## src/design/fipd_pkg.sv

```systemverilog
// ============================================================================
// Fuzzy incremental PD controller package
// Shared types, register indexes, sequencer states and saturation helpers.
// ============================================================================
package fipd_pkg;

    localparam int unsigned DataWidth   = 32;
    localparam int unsigned OpWidth     = 33;
    localparam int unsigned ProdWidth   = 66;
    localparam int unsigned DriveWidth  = 23;
    localparam int unsigned PeriodWidth = 16;
    localparam int unsigned IndexWidth  = 3;
    localparam int unsigned UnitWidth   = 18;
    localparam int unsigned ShiftWidth  = 50;

    localparam logic [DriveWidth-1:0]  DRIVE_MAX           = 23'd6553600;
    localparam logic [PeriodWidth-1:0] PERIOD_RESET        = 16'd655;
    localparam logic [DataWidth-1:0]   INV_PERIOD_RESET    = 32'd6553600;

    typedef enum logic [IndexWidth-1:0] {
        REG_ERROR_GAIN  = 3'd0,
        REG_CHANGE_GAIN = 3'd1,
        REG_OUTPUT_GAIN = 3'd2,
        REG_PERIOD      = 3'd3,
        REG_INV_PERIOD  = 3'd4
    } reg_index_t;

    typedef enum logic [8:0] {
        ST_IDLE  = 9'b000000001,
        ST_RATE  = 9'b000000010,
        ST_ERRM  = 9'b000000100,
        ST_CHGM  = 9'b000001000,
        ST_MEAN  = 9'b000010000,
        ST_OUTM  = 9'b000100000,
        ST_SCALE = 9'b001000000,
        ST_AREA  = 9'b010000000,
        ST_ACC   = 9'b100000000
    } state_t;

    typedef enum logic [2:0] {
        OP_RATE   = 3'd0,
        OP_ERROR  = 3'd1,
        OP_CHANGE = 3'd2,
        OP_OUTPUT = 3'd3,
        OP_AREA   = 3'd4
    } mul_op_t;

    typedef struct packed {
        logic    in_ready;
        logic    mul_en;
        mul_op_t mul_op;
        logic    load_rate;
        logic    load_fe;
        logic    load_mean;
        logic    load_scaled;
        logic    finish;
    } ctrl_t;

    // Saturates a floor-shifted product to the signed 32-bit range.
    function automatic logic signed [DataWidth-1:0] sat_word(
        input logic signed [ShiftWidth-1:0] v
    );
        logic signed [DataWidth-1:0] r;
        begin
            if (v > 50'sd2147483647)
            begin
                r = 32'sh7FFFFFFF;
            end
            else if (v < -50'sd2147483648)
            begin
                r = 32'sh80000000;
            end
            else
            begin
                r = v[DataWidth-1:0];
            end
            return r;
        end
    endfunction

    // Clamps a floor-shifted product to the range -1.0 to 1.0 as an 18-bit signed Q2.16 value.
    function automatic logic signed [UnitWidth-1:0] clamp_unit(
        input logic signed [ShiftWidth-1:0] v
    );
        logic signed [UnitWidth-1:0] r;
        begin
            if (v > 50'sd65536)
            begin
                r = 18'sd65536;
            end
            else if (v < -50'sd65536)
            begin
                r = -18'sd65536;
            end
            else
            begin
                r = v[UnitWidth-1:0];
            end
            return r;
        end
    endfunction

endpackage

```

## src/design/fipd_mul.sv

```systemverilog
// ============================================================================
// Shared multiplier
// Signed 33 by 33 bit multiplier with a registered product.
// ============================================================================
module fipd_mul (
    input  logic                                  clk,
    input  logic                                  en,
    input  logic signed [fipd_pkg::OpWidth-1:0]   a,
    input  logic signed [fipd_pkg::OpWidth-1:0]   b,
    output logic signed [fipd_pkg::ProdWidth-1:0] prod
);

    logic signed [fipd_pkg::ProdWidth-1:0] prod_reg;
    logic signed [fipd_pkg::ProdWidth-1:0] prod_next;

    assign prod_next = a * b;
    assign prod      = prod_reg;

    always_ff @(posedge clk)
    begin
        if (en)
        begin
            prod_reg <= prod_next;
        end
    end

endmodule

```

## src/design/fipd_ctrl.sv

```systemverilog
// ============================================================================
// Controller sequencer
// Steps one sample through the shared multiplier and raises load strobes.
// ============================================================================
module fipd_ctrl (
    input  logic                    clk,
    input  logic                    rst_n,
    input  logic                    in_valid,
    input  logic                    clear_request,
    input  logic                    out_hold,
    output fipd_pkg::ctrl_t         ctrl
);

    fipd_pkg::state_t state_reg;
    fipd_pkg::state_t state_next;

    always_ff @(posedge clk or negedge rst_n)
    begin
        if (!rst_n)
        begin
            state_reg <= fipd_pkg::ST_IDLE;
        end
        else
        begin
            state_reg <= state_next;
        end
    end

    always_comb
    begin
        state_next       = state_reg;
        ctrl             = '0;
        ctrl.mul_op      = fipd_pkg::OP_RATE;
        case (state_reg)
            fipd_pkg::ST_IDLE:
            begin
                ctrl.in_ready = 1'b1;
                if (in_valid)
                begin
                    state_next = clear_request ? fipd_pkg::ST_ACC : fipd_pkg::ST_RATE;
                end
            end
            fipd_pkg::ST_RATE:
            begin
                ctrl.mul_en = 1'b1;
                ctrl.mul_op = fipd_pkg::OP_RATE;
                state_next  = fipd_pkg::ST_ERRM;
            end
            fipd_pkg::ST_ERRM:
            begin
                ctrl.load_rate = 1'b1;
                ctrl.mul_en    = 1'b1;
                ctrl.mul_op    = fipd_pkg::OP_ERROR;
                state_next     = fipd_pkg::ST_CHGM;
            end
            fipd_pkg::ST_CHGM:
            begin
                ctrl.load_fe = 1'b1;
                ctrl.mul_en  = 1'b1;
                ctrl.mul_op  = fipd_pkg::OP_CHANGE;
                state_next   = fipd_pkg::ST_MEAN;
            end
            fipd_pkg::ST_MEAN:
            begin
                ctrl.load_mean = 1'b1;
                state_next     = fipd_pkg::ST_OUTM;
            end
            fipd_pkg::ST_OUTM:
            begin
                ctrl.mul_en = 1'b1;
                ctrl.mul_op = fipd_pkg::OP_OUTPUT;
                state_next  = fipd_pkg::ST_SCALE;
            end
            fipd_pkg::ST_SCALE:
            begin
                ctrl.load_scaled = 1'b1;
                state_next       = fipd_pkg::ST_AREA;
            end
            fipd_pkg::ST_AREA:
            begin
                ctrl.mul_en = 1'b1;
                ctrl.mul_op = fipd_pkg::OP_AREA;
                state_next  = fipd_pkg::ST_ACC;
            end
            fipd_pkg::ST_ACC:
            begin
                if (!out_hold)
                begin
                    ctrl.finish = 1'b1;
                    state_next  = fipd_pkg::ST_IDLE;
                end
            end
            default:
            begin
                state_next = fipd_pkg::ST_IDLE;
            end
        endcase
    end

endmodule

```

## src/design/fuzzy_incremental_pd_controller.sv

```systemverilog
// ============================================================================
// Fuzzy incremental PD controller
// A sample is accepted only in the idle state; its result is registered after
// the rate, error, change, mean, output, scale, area and accumulate states (only
// the accumulate state for a clear request), plus any output stall. The five
// products share one registered multiplier. Reset clears the controller state
// and loads the register defaults; a clear request clears only the state.
// ============================================================================
module fuzzy_incremental_pd_controller (
    input  logic                                   clk,
    input  logic                                   rst_n,
    input  logic                                   cfg_write_en,
    input  logic [fipd_pkg::IndexWidth-1:0]        cfg_index,
    input  logic [fipd_pkg::DataWidth-1:0]         cfg_data,
    input  logic                                   in_valid,
    output logic                                   in_ready,
    input  logic signed [fipd_pkg::DataWidth-1:0]  setpoint,
    input  logic signed [fipd_pkg::DataWidth-1:0]  feedback,
    input  logic                                   clear_request,
    output logic                                   out_valid,
    input  logic                                   out_ready,
    output logic [fipd_pkg::DriveWidth-1:0]        drive_value
);

    logic signed [fipd_pkg::DataWidth-1:0]   error_gain_reg;
    logic signed [fipd_pkg::DataWidth-1:0]   change_gain_reg;
    logic signed [fipd_pkg::DataWidth-1:0]   output_gain_reg;
    logic [fipd_pkg::PeriodWidth-1:0]        period_reg;
    logic [fipd_pkg::DataWidth-1:0]          inv_period_reg;

    logic signed [fipd_pkg::DataWidth-1:0]   prev_error_reg;
    logic signed [fipd_pkg::DataWidth-1:0]   prev_scaled_reg;
    logic [fipd_pkg::DriveWidth-1:0]         acc_reg;
    logic [fipd_pkg::DriveWidth-1:0]         acc_next;
    logic                                    out_valid_reg;

    logic signed [fipd_pkg::DataWidth-1:0]   error_reg;
    logic signed [fipd_pkg::DataWidth-1:0]   error_next;
    logic                                    clear_reg;
    logic signed [fipd_pkg::DataWidth-1:0]   rate_reg;
    logic signed [fipd_pkg::UnitWidth-1:0]   fe_reg;
    logic signed [fipd_pkg::UnitWidth-1:0]   mean_reg;
    logic signed [fipd_pkg::UnitWidth-1:0]   mean_next;
    logic signed [fipd_pkg::DataWidth-1:0]   scaled_reg;

    fipd_pkg::ctrl_t                         ctrl;
    logic                                    in_xfer;
    logic                                    out_hold;
    logic signed [fipd_pkg::OpWidth-1:0]     mul_a;
    logic signed [fipd_pkg::OpWidth-1:0]     mul_b;
    logic signed [fipd_pkg::ProdWidth-1:0]   prod;
    logic signed [fipd_pkg::ShiftWidth-1:0]  prod_q16;
    logic signed [fipd_pkg::OpWidth-1:0]     diff_in;
    logic signed [fipd_pkg::UnitWidth:0]     unit_sum;
    logic signed [fipd_pkg::UnitWidth-1:0]   fr_value;
    logic signed [fipd_pkg::DataWidth+1:0]   delta;
    logic signed [fipd_pkg::DataWidth+2:0]   acc_sum;

    assign in_ready    = ctrl.in_ready;
    assign in_xfer     = in_valid && ctrl.in_ready;
    assign out_hold    = out_valid_reg && !out_ready;
    assign out_valid   = out_valid_reg;
    assign drive_value = acc_reg;

    fipd_ctrl u_ctrl (
        .clk           (clk),
        .rst_n         (rst_n),
        .in_valid      (in_valid),
        .clear_request (clear_request),
        .out_hold      (out_hold),
        .ctrl          (ctrl)
    );

    always_ff @(posedge clk or negedge rst_n)
    begin
        if (!rst_n)
        begin
            error_gain_reg  <= '0;
            change_gain_reg <= '0;
            output_gain_reg <= '0;
            period_reg      <= fipd_pkg::PERIOD_RESET;
            inv_period_reg  <= fipd_pkg::INV_PERIOD_RESET;
        end
        else if (cfg_write_en)
        begin
            case (cfg_index)
                fipd_pkg::REG_ERROR_GAIN:  error_gain_reg  <= cfg_data;
                fipd_pkg::REG_CHANGE_GAIN: change_gain_reg <= cfg_data;
                fipd_pkg::REG_OUTPUT_GAIN: output_gain_reg <= cfg_data;
                fipd_pkg::REG_PERIOD:      period_reg      <= cfg_data[fipd_pkg::PeriodWidth-1:0];
                fipd_pkg::REG_INV_PERIOD:  inv_period_reg  <= cfg_data;
                default:                   ;
            endcase
        end
    end

    assign diff_in = {setpoint[fipd_pkg::DataWidth-1], setpoint}
                   - {feedback[fipd_pkg::DataWidth-1], feedback};

    always_comb
    begin
        if (diff_in[fipd_pkg::OpWidth-1] != diff_in[fipd_pkg::DataWidth-1])
        begin
            error_next = diff_in[fipd_pkg::OpWidth-1] ? 32'sh80000000 : 32'sh7FFFFFFF;
        end
        else
        begin
            error_next = diff_in[fipd_pkg::DataWidth-1:0];
        end
    end

    always_comb
    begin
        case (ctrl.mul_op)
            fipd_pkg::OP_RATE:
            begin
                mul_a = {error_reg[fipd_pkg::DataWidth-1], error_reg}
                      - {prev_error_reg[fipd_pkg::DataWidth-1], prev_error_reg};
                mul_b = {1'b0, inv_period_reg};
            end
            fipd_pkg::OP_ERROR:
            begin
                mul_a = {error_reg[fipd_pkg::DataWidth-1], error_reg};
                mul_b = {error_gain_reg[fipd_pkg::DataWidth-1], error_gain_reg};
            end
            fipd_pkg::OP_CHANGE:
            begin
                mul_a = {rate_reg[fipd_pkg::DataWidth-1], rate_reg};
                mul_b = {change_gain_reg[fipd_pkg::DataWidth-1], change_gain_reg};
            end
            fipd_pkg::OP_OUTPUT:
            begin
                mul_a = {{(fipd_pkg::OpWidth-fipd_pkg::UnitWidth){mean_reg[fipd_pkg::UnitWidth-1]}},
                         mean_reg};
                mul_b = {output_gain_reg[fipd_pkg::DataWidth-1], output_gain_reg};
            end
            fipd_pkg::OP_AREA:
            begin
                mul_a = {scaled_reg[fipd_pkg::DataWidth-1], scaled_reg}
                      + {prev_scaled_reg[fipd_pkg::DataWidth-1], prev_scaled_reg};
                mul_b = {{(fipd_pkg::OpWidth-fipd_pkg::PeriodWidth){1'b0}}, period_reg};
            end
            default:
            begin
                mul_a = '0;
                mul_b = '0;
            end
        endcase
    end

    fipd_mul u_mul (
        .clk  (clk),
        .en   (ctrl.mul_en),
        .a    (mul_a),
        .b    (mul_b),
        .prod (prod)
    );

    assign prod_q16  = prod[fipd_pkg::ProdWidth-1:16];
    assign fr_value  = fipd_pkg::clamp_unit(prod_q16);
    assign unit_sum  = {fe_reg[fipd_pkg::UnitWidth-1], fe_reg}
                     + {fr_value[fipd_pkg::UnitWidth-1], fr_value};
    assign mean_next = unit_sum[fipd_pkg::UnitWidth:1];

    // The area product stays below 2^48 in magnitude, so bits 50 to 17 hold the increment.
    assign delta   = prod[50:17];
    assign acc_sum = {{(fipd_pkg::DataWidth+3-fipd_pkg::DriveWidth){1'b0}}, acc_reg}
                   + {delta[fipd_pkg::DataWidth+1], delta};

    always_comb
    begin
        if (acc_sum[fipd_pkg::DataWidth+2])
        begin
            acc_next = '0;
        end
        else if (acc_sum > {{(fipd_pkg::DataWidth+3-fipd_pkg::DriveWidth){1'b0}},
                            fipd_pkg::DRIVE_MAX})
        begin
            acc_next = fipd_pkg::DRIVE_MAX;
        end
        else
        begin
            acc_next = acc_sum[fipd_pkg::DriveWidth-1:0];
        end
    end

    always_ff @(posedge clk)
    begin
        if (in_xfer)
        begin
            error_reg <= error_next;
            clear_reg <= clear_request;
        end
        if (ctrl.load_rate)
        begin
            rate_reg <= fipd_pkg::sat_word(prod_q16);
        end
        if (ctrl.load_fe)
        begin
            fe_reg <= fipd_pkg::clamp_unit(prod_q16);
        end
        if (ctrl.load_mean)
        begin
            mean_reg <= mean_next;
        end
        if (ctrl.load_scaled)
        begin
            scaled_reg <= fipd_pkg::sat_word(prod_q16);
        end
    end

    always_ff @(posedge clk or negedge rst_n)
    begin
        if (!rst_n)
        begin
            prev_error_reg  <= '0;
            prev_scaled_reg <= '0;
            acc_reg         <= '0;
            out_valid_reg   <= 1'b0;
        end
        else
        begin
            if (ctrl.finish)
            begin
                out_valid_reg <= 1'b1;
                if (clear_reg)
                begin
                    prev_error_reg  <= '0;
                    prev_scaled_reg <= '0;
                    acc_reg         <= '0;
                end
                else
                begin
                    prev_error_reg  <= error_reg;
                    prev_scaled_reg <= scaled_reg;
                    acc_reg         <= acc_next;
                end
            end
            else if (out_valid_reg && out_ready)
            begin
                out_valid_reg <= 1'b0;
            end
        end
    end

    a_drive_in_range: assert property (@(posedge clk) disable iff (!rst_n)
        out_valid |-> drive_value <= fipd_pkg::DRIVE_MAX)
        else $error("drive value above full scale");

    a_busy_after_transfer: assert property (@(posedge clk) disable iff (!rst_n)
        in_xfer |=> !in_ready)
        else $error("sequencer ready right after a transfer");

    a_finish_only_when_free: assert property (@(posedge clk) disable iff (!rst_n)
        ctrl.finish |-> (!out_valid_reg || out_ready))
        else $error("result finished over an untaken result");

    a_finish_gives_result: assert property (@(posedge clk) disable iff (!rst_n)
        ctrl.finish |=> out_valid && in_ready)
        else $error("finished sample produced no result");

endmodule
```

## config.mk

```make
export PLATFORM = sky130hd
export DESIGN_NAME = fuzzy_incremental_pd_controller
export DESIGN_NICKNAME = d
export VERILOG_FILES = /design/src/design/fipd_pkg.sv /design/src/design/fipd_mul.sv /design/src/design/fipd_ctrl.sv /design/src/design/fuzzy_incremental_pd_controller.sv
export SDC_FILE = /design/constraint.sdc
export NUM_CORES = 2
export LEC_CHECK = 0
export BUFFER_PORTS_ARGS = -buffer_cell sky130_fd_sc_hd__buf_2
export CAP_MARGIN = 20
export CORE_MARGIN = 1
export CORE_UTILIZATION = 40
export DETAILED_ROUTE_END_ITERATION = 8
export GPL_TIMING_DRIVEN = 1
export PLACE_DENSITY = 0.56
export REMOVE_ABC_BUFFERS = 1
export SLEW_MARGIN = 20
export SYNTH_ARGS = -nofsm -noshare
export SYNTH_HDL_FRONTEND = slang
export SYNTH_SLANG_ARGS = --single-unit
```

## constraint.sdc

```tcl
create_clock -name clk -period 12.3 [get_ports clk]
set_clock_uncertainty 0.2 [all_clocks]
set_input_delay 2.46 -clock clk [delete_from_list [all_inputs] [get_ports clk]]
set_output_delay 2.46 -clock clk [all_outputs]
set_load 0.02 [all_outputs]
```

==> impl_results.md <==
* Reg clk slew, reported paths at around 0.060 ns
* Hold_buf cts at 0
* Number of buffers created by CTS at just over 50
* Wire length per cell at between 20 and 25 microns
* Post-synth ARST share at about 57%
* Top achievable clock speed at around 84 MHz
* Min Tclk post-route at 11.87 ns
* Starting density of the core at about two fifths
* Cell repeated most along the worst path: fa_1
* Placeable core area at approximately 160,000 sq um
* Chip width at 399 microns
* Die area at about 160,000 sq um
* Post-Synthesis Mean Instance Area at between 9 and 10 sq um
* Worst R2R Path Depth at 40
* CTS sink count at roughly 420
* Crit path max-delay cell type: fa_1
* CP endpoint: u_mul.prod[52]
* Total Routing Usage GR at around 25%
* Area contributors post-synth: fa_1 (37%), dfrtp_1 (9.2%), edfxtp_1 (8.7%)
* WP depth at 40
* First-pass GRT wire length at 306 mm
* Post-synth cell types at 93
* H-tree depth at 2
* Initial antenna violation count at 7
* DPL Wire Length at 163 mm
* Final nets at around 8,400
* Critical path launch point: error_reg[0]
* # setup viols final at 0
* Post-synth EDFFs at 183
* Flops & latches, synth at 424
* Leading area contributor after synthesis: fa_1
* Site Rows at roughly 150
* Overflow after GRT at 0
* ANT nets after route at 0
* Max incr delay on CP at around 0.64 ns
* Worst hold-check path type: reg2reg
* Top-area cell type share of the netlist area at about 37%
* Worst Path Max Fanout at 11
* Worst rel slew slack at a little over a quarter
* Worst-Margin Slew at between 1 and 1.5 ns
* Post-Synthesis Cells at 6,796
* Worst skew pair latency at between 0.6 and 0.7 ns
* CP Buf/Inv Count at 8
* R2R Setup Slk at ~0.43 ns
* R2r endpoint: u_mul.prod[52]
* CP startpoint kind: flop
* Drt first pass iters at 8
* R2R Path Start: error_reg[0]
* Post-synthesis sequential area ratio at between 10% and 20%
* Port bufs at around 130
* Max Root-Sink Buffers at 3
* Post-Syn Area at between 60,000 and 70,000 sq um
* Number of remaining DRC errors at 0
* I/O pins at 130
* Status: finished clean
* GP Congestion at 0.938
* Final hold violation count at 0
* CTS resizes at 0
* Maximum capacitance violations at 0
* Pin count of the biggest net entering global routing at between 150 and 200
* Kind of critical path: reg2reg
* CTS tree: built
* Predominant post-synthesis flop cell: dfrtp_1
* Final worst-path cycle share at between 90 and 100%
* Max reg flops at 50
* Setup TNS at 0 ns
* Crit path DAT at approximately 12 ns
* Post-CTS Setup Repair Bufs at 0
* Fraction of layout cells with a size suffix above 1 at roughly a tenth
* Detailed router's first-iteration violation count at roughly 3,900
* Layout fillers at about 15,000
* Clock Root Buffer: clkbuf_16
* Synthesis-to-layout area growth at 9.06%
* Vias in the first global route at approximately 50,000
* Final max-slew violation count at 0
* CP required at about 12 ns
* Vias at about 48,000
* Drt total wl at approximately 200 mm
* Via density per instance at between 5 and 6
* Die Ht at ~400 microns
* Critical path endpoint category: flop
* RSZ-0062 raised after global routing: false
* Ys Warns at 0
* Cell family with most CP delay: adder cells
-- cells in the final DEF, fill, tap and decap left out, types with 171 or more instances in the layout --
| cell type | synthesis | routed |
|---|---|---|
| a21oi_1 | 230 | 216 |
| buf_4 | 0 | 171 |
| dfrtp_1 | 231 | 231 |
| edfxtp_1 | 183 | 183 |
| fa_1 | 1150 | 1150 |
| ha_1 | 347 | 347 |
| inv_1 | 1287 | 1285 |
| nand2_1 | 889 | 889 |
| nor2_1 | 663 | 663 |
| o21ai_0 | 192 | 188 |
-- final cells by class --
cell class	instances	area (sq um)	area share (%)
Sequential cell	424	11500	16.8
Clock buffer	67	1430	2.08
Multi-Input combinational cell	4755	45700	66.5
Timing Repair Buffer	309	2120	3.09
Inverter	1289	4840	7.05
Tap cell	2058	2570	3.75
Clock inverter	29	483	0.703
Antenna cell	4	10.0	0.0146
-- worst min-delay path, cell delays in order (launching register included) --
cell	delay, ns
dfrtp_1	0.35
nand2_1	0.05
o21ai_0	0.06
-- per-layer routing --
| layer | up-vias | GRT usage (%) | part of all wire (%) |
|---|---|---|---|
| met3 | 370 | 3.87 | 6.7 |
| met2 | 1578 | 42.1 | 48 |
| li1 | 21400 | - | - |
| met5 | - | 0 | 0.013 |
| met4 | 4 | 9.28 | 4.2 |
| met1 | 24800 | 33.7 | 41 |
-- metrics by stage --
stage / cell area, sq um / worst slack (ns) / hold slack [ns] / std cells / util (%)
3_5_place_dp: 66800 / 0.467 / 0.271 / 8835 / 42.7
2_1_floorplan: 61700 / 0.649 / 0.250 / 6468 / -
5_1_grt: 68700 / 0.0627 / 0.314 / 8931 / 44.0
6_report: 68700 / 0.425 / 0.284 / 8935 / 44.0
4_1_cts: 68700 / 0.388 / 0.286 / 8931 / 44.0
3_3_place_gp: 66800 / 0.519 / 0.267 / 8835 / 42.7
-- synthesized netlist by cell type (98+ instances only) --
library cell and count:
dfrtp_1 231, xnor2_1 104, edfxtp_1 183, nand2_1 889, a21oi_1 230, ha_1 347, clkbuf_1 297, inv_1 1287
nand2b_1 98, mux2_2 145, fa_1 1150, a21o_1 122, nor2_1 663, o21ai_0 192
-- logic make-up (layout without fill, tap and decap cells) --
family | after synthesis | after routing | synth area share [%]
other | 0 | 4 | 0
XOR/XNOR | 168 | 168 | 2.34
AO/OA/AOI/OAI | 900 | 900 | 9.38
AND/OR/NAND/NOR | 2036 | 2036 | 14.1
buffers and inverters | 1617 | 1694 | 9.66
multiplexers | 147 | 147 | 2.62
adder cells (fa/ha/maj) | 1504 | 1504 | 43.6
flip-flops | 424 | 424 | 18.3
-- worst min path at each step --
stage / cells after the start / slack, ns / to / from
6_report: 2 / 0.28 / prev_error_reg[4] / prev_error_reg[4]
3_5_place_dp: 2 / 0.27 / prev_error_reg[22] / prev_error_reg[22]
2_1_floorplan: 2 / 0.25 / prev_error_reg[10] / prev_error_reg[10]
4_1_cts: 2 / 0.29 / prev_error_reg[22] / prev_error_reg[22]
3_3_place_gp: 2 / 0.27 / prev_error_reg[30] / prev_error_reg[30]
5_1_grt: 1 / 0.31 / change_gain_reg[31] / change_gain_reg[31]
Power is left out: the tool's default activity adds up to more than one toggle a clock period on the data nets, which glitch-free logic cannot reach.
